File: config.mk
export PLATFORM = sky130hd
export DESIGN_NAME = voltage_request_level_arbiter
export DESIGN_NICKNAME = d
export VERILOG_FILES = /design/src/sv/vrla_pkg.sv /design/src/sv/vrla_cfg.sv /design/src/sv/vrla_core.sv /design/src/sv/voltage_request_level_arbiter.sv
export VERILOG_INCLUDE_DIRS = /design/src /design/src/sv
export SDC_FILE = /design/constraint.sdc
export NUM_CORES = 1
export LEC_CHECK = 0
export BUFFER_PORTS_ARGS = -buffer_cell sky130_fd_sc_hd__buf_4
export CAP_MARGIN = 25
export CORE_MARGIN = 2
export CORE_UTILIZATION = 35
export CTS_CLUSTER_DIAMETER = 150
export CTS_CLUSTER_SIZE = 14
export DETAILED_ROUTE_END_ITERATION = 10
export PLACE_DENSITY = 0.63
export SYNTH_ARGS = -nofsm -noshare
export SYNTH_HDL_FRONTEND = slang
export SYNTH_SLANG_ARGS = --single-unit
File: constraint.sdc
create_clock -name clk -period 3.3 [get_ports clk]
set_input_delay 0.66 -clock clk [delete_from_list [all_inputs] [get_ports clk]]
set_output_delay 0.66 -clock clk [all_outputs]
set_load 0.005 [all_outputs]
File: src/sv/voltage_request_level_arbiter_defines.svh
// ----------------------------------------------------------------------------
// Voltage request level arbiter - assertion macros
// Shared property forms used by the arbiter's checks.
// ----------------------------------------------------------------------------
`ifndef VOLTAGE_REQUEST_LEVEL_ARBITER_DEFINES_SVH
`define VOLTAGE_REQUEST_LEVEL_ARBITER_DEFINES_SVH

// same-cycle implication, reset masks the check
`define VRLA_ASSERT_IMPLY(label, clk, rst_n, ante, cons) \
	label: assert property (@(posedge clk) disable iff (!rst_n) (ante) |-> (cons)) \
		else $error("%m: check failed");

// next-cycle implication, reset masks the check
`define VRLA_ASSERT_NEXT(label, clk, rst_n, ante, cons) \
	label: assert property (@(posedge clk) disable iff (!rst_n) (ante) |=> (cons)) \
		else $error("%m: check failed");

`endif

File: src/sv/vrla_pkg.sv
// ----------------------------------------------------------------------------
// Voltage request level arbiter - package
// Word types, register indexes, reset values and shared helpers.
// ----------------------------------------------------------------------------
package vrla_pkg;

	localparam int unsigned DEF_NUM_LEVELS     = 3;
	localparam int unsigned DEF_NUM_REQUESTERS = 8;
	localparam int unsigned MAX_LEVELS         = 3;

	localparam int unsigned KIND_W    = 2;
	localparam int unsigned REQ_W     = 4;
	localparam int unsigned MV_W      = 16;
	localparam int unsigned LEVEL_W   = 2;
	localparam int unsigned CFG_IDX_W = 3;
	localparam int unsigned CFG_DAT_W = 16;

	localparam logic [KIND_W-1:0] KIND_ADJUST    = 2'd0;
	localparam logic [KIND_W-1:0] KIND_FORCE_LOW = 2'd1;
	localparam logic [KIND_W-1:0] KIND_REINIT    = 2'd2;

	localparam logic [CFG_IDX_W-1:0] CFG_LEVEL0_MV      = 3'd0;
	localparam logic [CFG_IDX_W-1:0] CFG_LEVEL1_MV      = 3'd1;
	localparam logic [CFG_IDX_W-1:0] CFG_LEVEL2_MV      = 3'd2;
	localparam logic [CFG_IDX_W-1:0] CFG_DEFAULT_LEVEL  = 3'd3;
	localparam logic [CFG_IDX_W-1:0] CFG_PIN_HIGH_VALUE = 3'd4;
	localparam logic [CFG_IDX_W-1:0] CFG_PIN_LOW_VALUE  = 3'd5;

	localparam logic [MV_W-1:0]    LEVEL0_MV_RST      = 16'd5000;
	localparam logic [MV_W-1:0]    LEVEL1_MV_RST      = 16'd12000;
	localparam logic [MV_W-1:0]    LEVEL2_MV_RST      = 16'd20000;
	localparam logic [LEVEL_W-1:0] DEFAULT_LEVEL_RST  = 2'd0;
	localparam logic               PIN_HIGH_VALUE_RST = 1'b1;
	localparam logic               PIN_LOW_VALUE_RST  = 1'b0;

	typedef struct packed {
		logic [KIND_W-1:0] kind;
		logic [REQ_W-1:0]  requester;
		logic [MV_W-1:0]   need_mv;
	} adj_word_t;

	typedef struct packed {
		logic [LEVEL_W-1:0] level;
		logic               pin_b0;
		logic               pin_b1;
		logic               level_changed;
		logic               bad_requester;
	} res_word_t;

	typedef struct packed {
		logic [MAX_LEVELS-1:0][MV_W-1:0] level_mv;
		logic [LEVEL_W-1:0]              default_level;
		logic                            pin_high_value;
		logic                            pin_low_value;
	} cfg_t;

	// saturate a level code to the top built level
	function automatic logic [LEVEL_W-1:0] clamp_level(input logic [LEVEL_W-1:0] lv,
		input int unsigned n);
		logic [LEVEL_W-1:0] res;
		if (int'(lv) >= int'(n)) begin
			res = LEVEL_W'(n - 1);
		end else begin
			res = lv;
		end
		return res;
	endfunction

endpackage

File: src/sv/vrla_cfg.sv
// ----------------------------------------------------------------------------
// Voltage request level arbiter - configuration registers
// Holds level voltages, default level and pin polarity.
// ----------------------------------------------------------------------------
module vrla_cfg
	import vrla_pkg::*;
(
	input  logic                 clk,
	input  logic                 arst_n,
	input  logic                 cfg_valid,
	output logic                 cfg_ready,
	input  logic [CFG_IDX_W-1:0] cfg_index,
	input  logic [CFG_DAT_W-1:0] cfg_data,
	output cfg_t                 cfg
);

	cfg_t cfg_q;

	assign cfg_ready = 1'b1;
	assign cfg       = cfg_q;

	always_ff @(posedge clk or negedge arst_n) begin
		if (!arst_n) begin
			cfg_q.level_mv[0]    <= LEVEL0_MV_RST;
			cfg_q.level_mv[1]    <= LEVEL1_MV_RST;
			cfg_q.level_mv[2]    <= LEVEL2_MV_RST;
			cfg_q.default_level  <= DEFAULT_LEVEL_RST;
			cfg_q.pin_high_value <= PIN_HIGH_VALUE_RST;
			cfg_q.pin_low_value  <= PIN_LOW_VALUE_RST;
		end else if (cfg_valid && cfg_ready) begin
			case (cfg_index)
				CFG_LEVEL0_MV:      cfg_q.level_mv[0]    <= cfg_data[MV_W-1:0];
				CFG_LEVEL1_MV:      cfg_q.level_mv[1]    <= cfg_data[MV_W-1:0];
				CFG_LEVEL2_MV:      cfg_q.level_mv[2]    <= cfg_data[MV_W-1:0];
				CFG_DEFAULT_LEVEL:  cfg_q.default_level  <= cfg_data[LEVEL_W-1:0];
				CFG_PIN_HIGH_VALUE: cfg_q.pin_high_value <= cfg_data[0];
				CFG_PIN_LOW_VALUE:  cfg_q.pin_low_value  <= cfg_data[0];
				default: begin
				end
			endcase
		end
	end

endmodule

File: src/sv/vrla_core.sv
// ----------------------------------------------------------------------------
// Voltage request level arbiter - arbitration core
// Holds the per-level requester bitmaps and the selected level, and works
// out the next state and the result word for the staged item.
// ----------------------------------------------------------------------------
module vrla_core
	import vrla_pkg::*;
#(
	parameter int unsigned NUM_LEVELS     = DEF_NUM_LEVELS,
	parameter int unsigned NUM_REQUESTERS = DEF_NUM_REQUESTERS
) (
	input  logic      clk,
	input  logic      arst_n,
	input  logic      en,
	input  adj_word_t adj,
	input  cfg_t      cfg,
	output res_word_t res
);

	logic [NUM_LEVELS-1:0][NUM_REQUESTERS-1:0] map_q;
	logic [NUM_LEVELS-1:0][NUM_REQUESTERS-1:0] map_d;
	logic [LEVEL_W-1:0]                        level_q;
	logic [LEVEL_W-1:0]                        level_d;

	always_comb begin
		logic [LEVEL_W-1:0]        target;
		logic [NUM_REQUESTERS-1:0] bit_sel;
		logic                      req_ok;
		map_d   = map_q;
		level_d = level_q;
		target  = LEVEL_W'(NUM_LEVELS - 1);
		bit_sel = '0;
		req_ok  = (adj.requester < REQ_W'(NUM_REQUESTERS));
		for (int i = NUM_LEVELS - 1; i >= 0; i--) begin
			if (adj.need_mv <= cfg.level_mv[i]) begin
				target = LEVEL_W'(i);
			end
		end
		for (int j = 0; j < NUM_REQUESTERS; j++) begin
			bit_sel[j] = (adj.requester == REQ_W'(j));
		end
		case (adj.kind)
			KIND_ADJUST: begin
				if (req_ok) begin
					for (int i = 0; i < NUM_LEVELS; i++) begin
						if (target == LEVEL_W'(i)) begin
							map_d[i] = map_q[i] | bit_sel;
						end else begin
							map_d[i] = map_q[i] & ~bit_sel;
						end
					end
					for (int i = 0; i < NUM_LEVELS; i++) begin
						if (map_d[i] != '0) begin
							level_d = LEVEL_W'(i);
						end
					end
				end
			end
			KIND_FORCE_LOW: begin
				map_d   = '0;
				level_d = '0;
			end
			KIND_REINIT: begin
				map_d   = '0;
				level_d = clamp_level(cfg.default_level, NUM_LEVELS);
			end
			default: begin
			end
		endcase
		res.level         = level_d;
		res.pin_b0        = level_d[0] ? cfg.pin_high_value : cfg.pin_low_value;
		res.pin_b1        = (NUM_LEVELS > 2) ?
			(level_d[1] ? cfg.pin_high_value : cfg.pin_low_value) : 1'b0;
		res.level_changed = (level_d != level_q);
		res.bad_requester = (adj.kind == KIND_ADJUST) && !req_ok;
	end

	always_ff @(posedge clk or negedge arst_n) begin
		if (!arst_n) begin
			map_q   <= '0;
			level_q <= clamp_level(DEFAULT_LEVEL_RST, NUM_LEVELS);
		end else if (en) begin
			map_q   <= map_d;
			level_q <= level_d;
		end
	end

endmodule

File: src/sv/voltage_request_level_arbiter.sv
// ----------------------------------------------------------------------------
// Voltage request level arbiter - top level
// Selects a supply level from per-requester millivolt needs.
//
// Adjust channel: adj_valid / adj_stall carry one adj_word per accepted word
//   (adjust, force low or reinit to default).
// Result channel: res_valid / res_stall return exactly one res_word for each
//   accepted adj_word, in order.
// Config channel: cfg_valid / cfg_ready write cfg_data to register cfg_index;
//   cfg_ready is always high. Write only while no word is in flight.
// Path: an accepted word is registered in the input register; its result
//   is worked out from there and registered in the result register.
// Throughput: one word per cycle while res_stall is low; the input register
//   and the result register form a two-deep pipeline and the state updates
//   on the move between them.
// Stall: while res_stall holds a waiting result, the staged word waits and
//   adj_stall rises only when the input register is full as well.
// Reset: bitmaps clear, the level takes the reset default, both stages empty.
// ----------------------------------------------------------------------------
`include "voltage_request_level_arbiter_defines.svh"

module voltage_request_level_arbiter
	import vrla_pkg::*;
#(
	parameter int unsigned NUM_LEVELS     = DEF_NUM_LEVELS,
	parameter int unsigned NUM_REQUESTERS = DEF_NUM_REQUESTERS
) (
	input  logic                 clk,
	input  logic                 arst_n,
	input  logic                 adj_valid,
	output logic                 adj_stall,
	input  adj_word_t            adj_word,
	output logic                 res_valid,
	input  logic                 res_stall,
	output res_word_t            res_word,
	input  logic                 cfg_valid,
	output logic                 cfg_ready,
	input  logic [CFG_IDX_W-1:0] cfg_index,
	input  logic [CFG_DAT_W-1:0] cfg_data
);

	cfg_t      cfg;
	adj_word_t adj_s1;
	logic      adj_valid_s1;
	res_word_t res_d;
	res_word_t res_s2;
	logic      res_valid_s2;
	logic      advance;

	assign advance   = adj_valid_s1 && (!res_valid_s2 || !res_stall);
	assign adj_stall = adj_valid_s1 && !advance;
	assign res_valid = res_valid_s2;
	assign res_word  = res_s2;

	vrla_cfg u_cfg (
		.clk       (clk),
		.arst_n    (arst_n),
		.cfg_valid (cfg_valid),
		.cfg_ready (cfg_ready),
		.cfg_index (cfg_index),
		.cfg_data  (cfg_data),
		.cfg       (cfg)
	);

	vrla_core #(
		.NUM_LEVELS     (NUM_LEVELS),
		.NUM_REQUESTERS (NUM_REQUESTERS)
	) u_core (
		.clk    (clk),
		.arst_n (arst_n),
		.en     (advance),
		.adj    (adj_s1),
		.cfg    (cfg),
		.res    (res_d)
	);

	// hold words while the stage ahead is blocked
	always_ff @(posedge clk or negedge arst_n) begin
		if (!arst_n) begin
			adj_valid_s1 <= 1'b0;
			res_valid_s2 <= 1'b0;
		end else begin
			if (!adj_stall) begin
				adj_valid_s1 <= adj_valid;
			end
			if (!res_valid_s2 || !res_stall) begin
				res_valid_s2 <= adj_valid_s1;
			end
		end
	end

	always_ff @(posedge clk) begin
		if (adj_valid && !adj_stall) begin
			adj_s1 <= adj_word;
		end
		if (advance) begin
			res_s2 <= res_d;
		end
	end

	`VRLA_ASSERT_NEXT(a_accept_fills_s1, clk, arst_n, adj_valid && !adj_stall, adj_valid_s1)
	`VRLA_ASSERT_IMPLY(a_level_in_range, clk, arst_n, res_valid_s2,
		int'(res_s2.level) < int'(NUM_LEVELS))
	`VRLA_ASSERT_IMPLY(a_bad_keeps_level, clk, arst_n, res_valid_s2 && res_s2.bad_requester,
		!res_s2.level_changed)

endmodule

# Word-level counts from Yosys, hierarchy flattened
# Index checks and enable logic that the tools add are counted.
# Widths: inputs -> output; s select.
# classes
n_addsub,0
mul,0
div_mod_pow,0
n_lt_le_gt_ge,4
n_eq_ne,17
shifts,0
mux,21
n_bitwise,7
n_reduce_logical,25
# op_table
cell,count
$mux 8,9
$pmux 24 s2,1
$le 16x16->1,2
$and 8x8->8,3
$mux 24,1
$or 8x8->8,3
$reduce_bool 8->1,3
$eq 4x3->1 const B,4
$mux 2,7
$reduce_and 2->1,5
$eq 4x2->1 const B,2
$not 8->8,1
$eq 3x3->1 const B,2
$pmux 2 s3,1
$logic_not 1->1,5
$eq 2x1->1 const B,2
$eq 2x2->1 const B,2
$eq 4x1->1 const B,1
$logic_and 1x1->1,4
$logic_not 2->1,2
$logic_not 4->1,1
$lt 4x4->1 const B,1
$eq 3x1->1 const B,1
$eq 3x2->1 const B,1
other kinds (9),10
# word_totals
regBits,92
latchBits,0
ramBits,0
rom_bits,0
input_bits,46
out_inout_bits,9
elab_cells,93
n_memories,0

# Logic depth before layout (Yosys ltp)
# Gate-level depths: netlist of the first run.
# depth
depth_word,14
ltp_mapped,10
mapped_depth_nobuf,10

# Hierarchy
# Synthesis of the first run repeated with hierarchy kept, for this count alone.
# hier_totals
hier_cells,475
area_unflattened_um2,5698.0
# modules_own_cells
mod,instances,cells_each,area_per_inst_um2,seq_area_each_um2
vrla_core,1,322,2701.3,650.6
vrla_cfg,1,117,2063.2,1323.8
voltage_request_level_arbiter,1,36,933.4,890.9

# Least setup slack after synthesis of the first run
# OpenSTA, ideal clock, no wires.
# synth_timing
kind,register to register
startpoint,"register u_cfg.cfg_q, in the netlist u_cfg.cfg[33]"
endpoint,"register res_s2, in the netlist res_word[3] (data pin)"
setup_time_ps,260
arrival_ps,2712
required_ps,3040
path_slack_ps,328
path_stages_with_launch,11
path_buffers,0
period_less_slack_ps,2972
path_cell_list,dfstp_2 > inv_1 > ha_1 > nand4_1 > or4_1 > a21o_1 > o211a_2 > o31ai_1 > a311o_1 > o21ba_1 > mux2_4
# synth_lines
item,line,rtl
"start, declared",vrla_cfg.sv:17,cfg_t cfg_q;
"end signal, assigned",voltage_request_level_arbiter.sv:97,res_s2 <= res_d;
"end, declared",voltage_request_level_arbiter.sv:46,res_word_t res_s2;

==> flow_summary.ini, run 1 <==
[sta]
grt_setup_unrepaired = no
maxSlewViolCount = 0
timing.fmax_mhz = 317
final.hold.worst_slack_ns = 0.386
finalHoldViolCount = 0
fin_crit_ns = 3.15
final.setup.tns_ns = 0
setup_viol = 0
timing.slew.headroom_pct = 45.3
finalClockSkew_ns = 0.00742
post-route-period-util_pct = 95.6
worst-slew-pin-transition_ns = 0.821

[die]
floorplan.io_pins = 55
row_count = 42
die-height_um = 119
starting_density_of_the_core_pct = 35.5
die_width_um = 119
design.die.area_sq_um = 14200
coreArea_sq_um = 13100

[detailed_routing]
finalWirelength_um = 10200
postRouteAntennaNets = 0
drcViolationCount = 0
routed_wire_length_per_instance_um = 14.8
detail_route.vias_per_cell = 5.00
drt_pre_antenna_iters = 4
routed-via-count = 3445
dr.first_iter.drc_count = 148

[global_route]
grt_antenna_before_repair = 0
globalRouteMet3Util_pct = 3.59
grt_pass1_wl_um = 17300
global_route.usage.total_pct = 15.3
via_count_of_the_first_global_routing_pass = 3587
grt_most_used_layer = met2
globalRoute.totalOverflow = 0
groute.layer.met2.usage_pct = 26.1
maximum_number_of_pins_on_one_net_before_global_route_repair = 65
grt.met1_usage_pct = 19.2

[critical_path]
cp.arrival_ns = 3.25
cells_along_the_critical_path = inv_1 > ha_1 > nand4_1 > or4_4 > or2_1 > clkinv_1 > o31ai_4 > a311o_1 > o21ba_1 > mux2_4
worst_ep_required_time_ns = 3.39
path_class = flop to flop
crit_path_top_delay_cell = sky130_fd_sc_hd__or4_4
timing.critical_path.from_type = flop
critical_path.endpoint_type = flop
critical_path.max_fanout = 3
critical-path-max-stage-delay_ns = 0.56

[logic_synthesis]
yosys_most_used_dff = sky130_fd_sc_hd__dfrtp_1
post_synthesis_mux_area_share_pct = 2.72
synth_fa_ha_area_share_pct = 9.44
synth_cell_types = 62
synth_top_family_by_area = compound AO/OA/AOI/OAI gates
post-synth-top-area-fraction_pct = 27.5
syn_avg_cell_area_sq_um = 10.4
syn-cell-area_sq_um = 4640
synthCells = 448
synth_async_sr_flop_share_pct = 69.6
synth.top_cells.by_area = sky130_fd_sc_hd__dfrtp_1 (28%), sky130_fd_sc_hd__edfxtp_1 (18%), sky130_fd_sc_hd__ha_1 (9.4%)
synthMostInstantiatedCell = sky130_fd_sc_hd__nand2_1
yosys-top-cells-count = sky130_fd_sc_hd__nand2_1 (70), sky130_fd_sc_hd__o21ai_0 (60), sky130_fd_sc_hd__dfrtp_1 (51), sky130_fd_sc_hd__inv_1 (42), sky130_fd_sc_hd__ha_1 (35)
post_synth_and_or_nand_nor_area_fraction_pct = 14.0
syn_nets = 529
synth_edf_count = 28
yosys_register_bits = 92
synth_top_cell_by_area = sky130_fd_sc_hd__dfrtp_1
yosys.area_share.xor_xnor_pct = 0
ys.warnings.count = 0
compound_gate_fraction_of_synth_area_pct = 15.9
synth_sequential_area_ratio_pct = 53.0

[power_and_ir_drop]
power.share.switching_pct = 27.4
vdd_drop_max_mv = 0.260
switchingPower_uw = 825
internal-power_mw = 2.19
pwr_density_cell_nw_per_um2 = 540
share_seq_of_total_power_pct = 47.1
power.clock.fraction_pct = 32.7
p_leak_nw = 2.44
part_of_the_power_in_combinational_logic_pct = 20.3

[cts]
cts-htree-levels = 3
cts.root.buffer_cell = sky130_fd_sc_hd__clkbuf_16
cts_made_buffers = 9
clock-sinks = 92
ctsLongestPathBuffers = 2
clkSlewWorstSetupHoldPaths_ns = 0.07
post_cts_buffers = 0
clock_insertion_delay_at_the_later_pin_of_the_skew_report_ns = 0.34
tritoncts = built

[final_layout]
post-route-cell-area_sq_um = 5590
post_route_cells_drive_above_1_share_pct = 21.4
diodes = 0
layout.nets = 589
area_added_between_synthesis_and_finish_pct = 20.4

[place]
numPortBuffers = 53
placed_cell_area_sq_um = 5270
globalplace.congestion = 0.862
dpl.hpwl_um = 7610

[status]
run_status = complete, no violations

[hold_path]
hold_path_class = input port to asynchronous set/reset pin

[run]
max_cap_violations = 0
-- routing by layer --
metal  share of wire, %  vias up
li1                   -     1709
met1                 44     1655
met2                 50       68
met3                3.8       13
met4                2.1        0
met5                  0        -
-- flip-flops by register name (all words and copies together) (netlist names) --
| signal | count |
|---|---|
| u_cfg.cfg | 36 |
| res_word | 6 |
| adj_valid_s1 | 1 |
| u_core.level_q | 2 |
| u_core.map_q | 24 |
| res_valid | 1 |
| adj_s1 | 22 |
-- layout by cell type (no fill, tap or decap), types with 3 or more instances in the layout --
cell / n
sky130_fd_sc_hd__nor4_1: 3
sky130_fd_sc_hd__dfrtp_1: 51
sky130_fd_sc_hd__dfstp_2: 13
sky130_fd_sc_hd__nor3_1: 8
sky130_fd_sc_hd__inv_1: 42
sky130_fd_sc_hd__mux2_2: 6
sky130_fd_sc_hd__a21oi_1: 18
sky130_fd_sc_hd__edfxtp_1: 28
sky130_fd_sc_hd__clkbuf_8: 3
sky130_fd_sc_hd__nand2b_1: 4
sky130_fd_sc_hd__nand4_1: 5
sky130_fd_sc_hd__nand2_1: 70
sky130_fd_sc_hd__nor2_1: 19
sky130_fd_sc_hd__o21ai_1: 4
sky130_fd_sc_hd__a22o_1: 8
sky130_fd_sc_hd__clkbuf_16: 9
sky130_fd_sc_hd__and2_1: 3
sky130_fd_sc_hd__mux2_1: 3
sky130_fd_sc_hd__buf_4: 62
sky130_fd_sc_hd__clkinv_2: 3
sky130_fd_sc_hd__ha_1: 35
sky130_fd_sc_hd__o21ai_0: 60
sky130_fd_sc_hd__nand3_1: 3
-- area by class of cell --
cell class | instances | area (sq um)
repair buffers | 62 | 465
well taps | 176 | 220
fillers | 1235 | 7500
multi-input cells | 300 | 1990
clock buffers | 12 | 267
inverters | 43 | 161
clock inverters | 4 | 21.3
flip-flops and latches | 92 | 2460
-- cell families after synthesis --
group | Yosys count
simple gates | 135
compound gates | 118
flops | 92
buf+inv | 56
fa+ha+maj | 35
mux | 11
other cells | 1
-- timing repair --
action	in CTS	in global routing
hold buffers	0	0
gates resized for setup	0	4
endpoints found under the setup margin	0	3
-- through the flow --
step	total power [mW]	utilization (%)	worst slack, ns	cells
6_report	3.02	42.7	0.146	689
3_3_place_gp	2.01	40.3	0.154	673
2_1_floorplan	1.81	-	0.328	448
5_1_grt	3.20	42.7	0.0160	689
3_5_place_dp	2.04	40.3	0.0604	673
4_1_cts	3.05	42.5	0.0366	689
-- power by group through the flow --
stage	Combinational, mW	Clock (mW)	Sequential [mW]
2_1_floorplan	0.393	0	1.42
6_report	0.611	0.985	1.42
3_5_place_dp	0.599	0	1.44
3_3_place_gp	0.578	0	1.43
4_1_cts	0.606	1.02	1.42
5_1_grt	0.704	1.06	1.43
-- worst paths after layout --
kind,startpoint,end,slack (ns),cells past startpoint
worst min-delay path,arst_n,u_core.map_q[0],0.39,1
worst max register to register,u_cfg.cfg[33],res_word[3],0.15,10
min in group clk,u_core.map_q[15],u_core.map_q[15],0.49,2
worst min register to register,u_core.map_q[15],u_core.map_q[15],0.49,2
worst max-delay path,u_cfg.cfg[33],res_word[3],0.15,10
max in group asynchronous,arst_n,u_cfg.cfg[28],2.33,1
-- critical path: cells and delay by family, from the launching register on --
family                     cells  cell delay [ns]
and+or+nand+nor                3             0.97
AOI/OAI and AO/OA              3             0.67
DFF                            1             0.52
muxes                          1             0.30
adders and majority gates      1             0.29
buffers and inverters          2             0.15
(Power assumes the default switching activity.)
==> inputs of run 2 (changes only) <==
- CORE_UTILIZATION: 35 -> 30
- PLACE_DENSITY: 0.63 -> 0.57
==> flow_summary.ini, run 2 (same netlist as run 1, synthesis figures left out) <==
[sta]
post-route-period-util_pct = 95.5
final.setup.tns_ns = 0
timing.fmax_mhz = 317
maxSlewViolCount = 0
worst-slew-pin-transition_ns = 0.832
finalHoldViolCount = 0
fin_crit_ns = 3.15
setup_viol = 0
timing.slew.headroom_pct = 44.6
finalClockSkew_ns = 0.00545
grt_setup_unrepaired = no

[power_and_ir_drop]
share_seq_of_total_power_pct = 44.9
switchingPower_uw = 837
power.share.switching_pct = 26.5
part_of_the_power_in_combinational_logic_pct = 19.1
internal-power_mw = 2.32
power.clock.fraction_pct = 36.0
vdd_drop_max_mv = 0.243
pwr_density_cell_nw_per_um2 = 561
p_leak_nw = 2.45

[critical_path]
path_class = flop to flop
critical_path.max_fanout = 3
critical_path.endpoint_type = flop
cp.arrival_ns = 3.26
worst_ep_required_time_ns = 3.41
ff2ff_path_depth = 10
timing.critical_path.from_type = flop

[die]
floorplan.io_pins = 55
design.die.area_sq_um = 16500
die-height_um = 128
die_width_um = 128
row_count = 45
starting_density_of_the_core_pct = 30.6
coreArea_sq_um = 15100

[global_route]
grt_pass1_wl_um = 17600
globalRoute.totalOverflow = 0
global_route.usage.total_pct = 13.8
maximum_number_of_pins_on_one_net_before_global_route_repair = 65
grt_antenna_before_repair = 0
via_count_of_the_first_global_routing_pass = 3664

[detailed_routing]
routed-via-count = 3455
routed_wire_length_per_instance_um = 14.9
dr.first_iter.drc_count = 132
finalWirelength_um = 10500
postRouteAntennaNets = 0
drt_pre_antenna_iters = 4
detail_route.vias_per_cell = 4.92
drcViolationCount = 0

[run]
max_cap_violations = 0

[final_layout]
layout.cells.non_filler = 702
layout.cells.most_common_list = sky130_fd_sc_hd__nand2_1 (70), sky130_fd_sc_hd__buf_4 (63), sky130_fd_sc_hd__o21ai_0 (60), sky130_fd_sc_hd__dfrtp_1 (51), sky130_fd_sc_hd__inv_1 (42)
diodes = 0
multi_input_comb_area_sq_um = 1970
ff_latch_area_sq_um = 2460
post_route_cells_drive_above_1_share_pct = 21.4
layout.nets = 590
largest_register_ffs = 36
fillCellCount = 1478
area_added_between_synthesis_and_finish_pct = 21.3
mostFrequentLayoutCell = sky130_fd_sc_hd__nand2_1

[cts]
hold_buffers = 0
clock_insertion_delay_at_the_later_pin_of_the_skew_report_ns = 0.35
post_cts_buffers = 0
clkSlewWorstSetupHoldPaths_ns = 0.06
cts_made_buffers = 9
cts-htree-levels = 3
clock-sinks = 92
cts.root.buffer_cell = sky130_fd_sc_hd__clkbuf_16
ctsLongestPathBuffers = 2
tritoncts = built

[hold_path]
hold_path_class = input port to asynchronous set/reset pin

[place]
dpl.hpwl_um = 7660
dp.cells = 686
numPortBuffers = 53
globalplace.congestion = 0.811

[status]
run_status = complete, no violations
==> run 2: final cells by class <==
class,instances,share of cell area [%]
multi-input combinational,300,35.1
inverter,43,2.87
clock buffer,11,4.49
clock inverter,5,1.31
sequential,92,43.7
tap,188,4.18
timing repair buffer,63,8.40
==> run 2: path summary, 6_finish.rpt <==
path / from / endpoint / slack, ns
max: u_cfg.cfg[33] / res_word[3] / 0.15
min: arst_n / u_core.map_q[0] / 0.41
min in group clk: adj_word[5] / adj_s1[5] / 0.48
max reg2reg: u_cfg.cfg[33] / res_word[3] / 0.15
max in group asynchronous: arst_n / u_cfg.cfg[28] / 2.35
min reg2reg: adj_valid_s1 / res_valid / 0.49
==> run 2: power groups by stage <==
stage	clock network, mW	registers (mW)	logic, mW
6_report	1.14	1.42	0.602
5_1_grt	1.21	1.43	0.694
4_1_cts	1.16	1.42	0.607
3_5_place_dp	0	1.44	0.600
3_3_place_gp	0	1.44	0.585
2_1_floorplan	0	1.42	0.393
==> run 2: what timing repair did <==
item	4_1_cts	5_1_grt
endpoints found under the setup margin	0	1
endpoints found under the hold margin	0	0
resized for setup	0	2
==> run 2: metrics by stage <==
step	util, %	hold slack, ns	worst slack (ns)	power [mW]	cell area [sq um]
after floorplan	-	0.364	0.328	1.81	4640
after global placement	34.9	0.466	0.140	2.02	5290
after detailed placement	34.9	0.472	0.0573	2.04	5290
after CTS	37.1	0.453	0.0315	3.18	5620
after global routing	37.2	0.469	0.00545	3.34	5630
final	37.2	0.411	0.150	3.16	5630
==> run 2: routing by layer <==
layer	share of wire [%]	vias to the layer above	GRT usage, %
met2	48	68	23.2
li1	-	1717	-
met5	0	-	0
met4	2.8	0	6.40
met3	4.0	21	3.24
met1	45	1649	16.9
==> run 2: critical path: stages (launching register included) <==
cell                       delay, ns
sky130_fd_sc_hd__dfstp_2        0.51
sky130_fd_sc_hd__inv_1          0.04
sky130_fd_sc_hd__ha_1           0.29
sky130_fd_sc_hd__nand4_1        0.13
sky130_fd_sc_hd__or4_1          0.56
sky130_fd_sc_hd__or2_1          0.27
sky130_fd_sc_hd__clkinv_1       0.09
sky130_fd_sc_hd__o211ai_1       0.08
sky130_fd_sc_hd__a311o_1        0.41
sky130_fd_sc_hd__o21ba_1        0.23
sky130_fd_sc_hd__mux2_4         0.30
==> inputs of run 3 (changes only) <==
- RECOVER_POWER: unset -> 25
==> flow_summary.ini, run 3 (same netlist as run 1, synthesis figures left out) <==
[status]
run_status = complete, but fails checks
violated_checks = capacitance limit, slew limit

[critical_path]
timing.critical_path.from_type = flop
cp.arrival_ns = 3.26
worst_ep_required_time_ns = 3.41
crit_start = u_cfg.cfg[33]
critical_path.endpoint_type = flop
critical_path.max_fanout = 3
path_class = flop to flop
worstReg2RegStart = u_cfg.cfg[33]
ff2ff_path_depth = 10

[final_layout]
mostFrequentLayoutCell = sky130_fd_sc_hd__nand2_1
area_added_between_synthesis_and_finish_pct = 21.1
largest_register_ffs = 36
post-route-cell-area_sq_um = 5620
fillCellCount = 1481
layout.cells.most_common_list = sky130_fd_sc_hd__nand2_1 (70), sky130_fd_sc_hd__o21ai_0 (60), sky130_fd_sc_hd__dfrtp_1 (51), sky130_fd_sc_hd__inv_1 (42), sky130_fd_sc_hd__buf_4 (39)
post_route_cells_drive_above_1_share_pct = 21.0
layout.nets = 590
diodes = 0

[global_route]
global_route.usage.total_pct = 13.8
globalRoute.totalOverflow = 0
via_count_of_the_first_global_routing_pass = 3664
maximum_number_of_pins_on_one_net_before_global_route_repair = 65
grt_antenna_before_repair = 0
grt_pass1_wl_um = 17600

[cts]
post_cts_buffers = 0
clkSlewWorstSetupHoldPaths_ns = 0.06
clock_insertion_delay_at_the_later_pin_of_the_skew_report_ns = 0.35
cts-htree-levels = 3
clock-sinks = 92
ctsLongestPathBuffers = 2
cts_made_buffers = 9
cts.root.buffer_cell = sky130_fd_sc_hd__clkbuf_16
tritoncts = built

[detailed_routing]
routed_wire_length_per_instance_um = 14.9
finalWirelength_um = 10400
postRouteAntennaNets = 0
routed-via-count = 3458
drcViolationCount = 0
drt_pre_antenna_iters = 4
detail_route.vias_per_cell = 4.93
dr.first_iter.drc_count = 118

[sta]
timing.slew.headroom_pct = -9.14
worst-slew-pin-transition_ns = 1.64
final.setup.tns_ns = 0
fin_crit_ns = 3.15
grt_setup_unrepaired = no
timing.final.ws_setup_ns = 0.147
setup_viol = 0
finalClockSkew_ns = 0.00559
maxSlewViolCount = 65
finalHoldViolCount = 0
post-route-period-util_pct = 95.5
timing.fmax_mhz = 317

[power_and_ir_drop]
p_leak_nw = 2.44
vdd_drop_max_mv = 0.242
pwr_density_cell_nw_per_um2 = 561

[place]
place_worst_setup_slack_ns = 0.0573
dpl.hpwl_um = 7660
placed_cell_area_sq_um = 5290
globalplace.congestion = 0.811
numPortBuffers = 53

[hold_path]
hp-start = u_core.map_q[21]
holdPathStages = 2
hold_path_class = flop to flop

[die]
row_count = 45
floorplan.io_pins = 55
die-height_um = 128
coreArea_sq_um = 15100
die_width_um = 128
starting_density_of_the_core_pct = 30.6
design.die.area_sq_um = 16500

[run]
max_cap_violations = 1
## run 3: timing repair
item,CTS,global route
gates resized for setup,0,2
setup endpoints to repair,0,1
hold buffers,0,0
endpoints found under the hold margin,0,0
## run 3: area by class of cell
type	instances	area, sq um	area share [%]
inverter	43	161	2.87
sequential	92	2460	43.8
tap	188	235	4.19
multi-input combinational	300	1970	35.1
timing repair buffer	63	463	8.24
clock buffer	11	253	4.50
clock inverter	5	73.8	1.31
## run 3: metal layers
| layer | global-route usage (%) | routed length (um) | up-vias |
|---|---|---|---|
| li1 | - | - | 1717 |
| met2 | 23.2 | 5050 | 73 |
| met5 | 0 | 0 | - |
| met1 | 16.9 | 4670 | 1647 |
| met3 | 3.24 | 425 | 21 |
| met4 | 6.40 | 298 | 0 |
## run 3: per-stage QoR
| step | instances | hold slack (ns) | power (mW) | utilization (%) |
|---|---|---|---|---|
| detailed placement | 686 | 0.472 | 2.04 | 34.9 |
| floorplan | 448 | 0.364 | 1.81 | - |
| global placement | 686 | 0.466 | 2.02 | 34.9 |
| CTS | 702 | 0.453 | 3.18 | 37.1 |
| global route | 702 | 0.490 | 3.34 | 37.1 |
| finish | 702 | 0.485 | 3.15 | 37.1 |
## run 3: worst paths after layout
check,end,slack (ns)
setup reg to reg,res_word[3],0.15
setup / recovery,res_word[3],0.15
hold reg to reg,u_core.map_q[21],0.48
hold / removal,u_core.map_q[21],0.48
max in group asynchronous,u_cfg.cfg[28],1.60
min in group asynchronous,u_core.map_q[0],0.73
## run 3: critical path, cell delays in order, from the launching register on
cell and delay, ns:
sky130_fd_sc_hd__dfstp_2 0.51, sky130_fd_sc_hd__inv_1 0.04, sky130_fd_sc_hd__ha_1 0.29, sky130_fd_sc_hd__nand4_1 0.14
sky130_fd_sc_hd__or4_1 0.56, sky130_fd_sc_hd__or2_1 0.27, sky130_fd_sc_hd__clkinv_1 0.09, sky130_fd_sc_hd__o211ai_1 0.08
sky130_fd_sc_hd__a311o_1 0.41, sky130_fd_sc_hd__o21ba_1 0.23, sky130_fd_sc_hd__mux2_4 0.30
## run 3: power breakdown
part	switching (mW)	internal (mW)
Combinational	0.333	0.266
Sequential	0.0664	1.35
Clock	0.438	0.700
Total	0.837	2.32
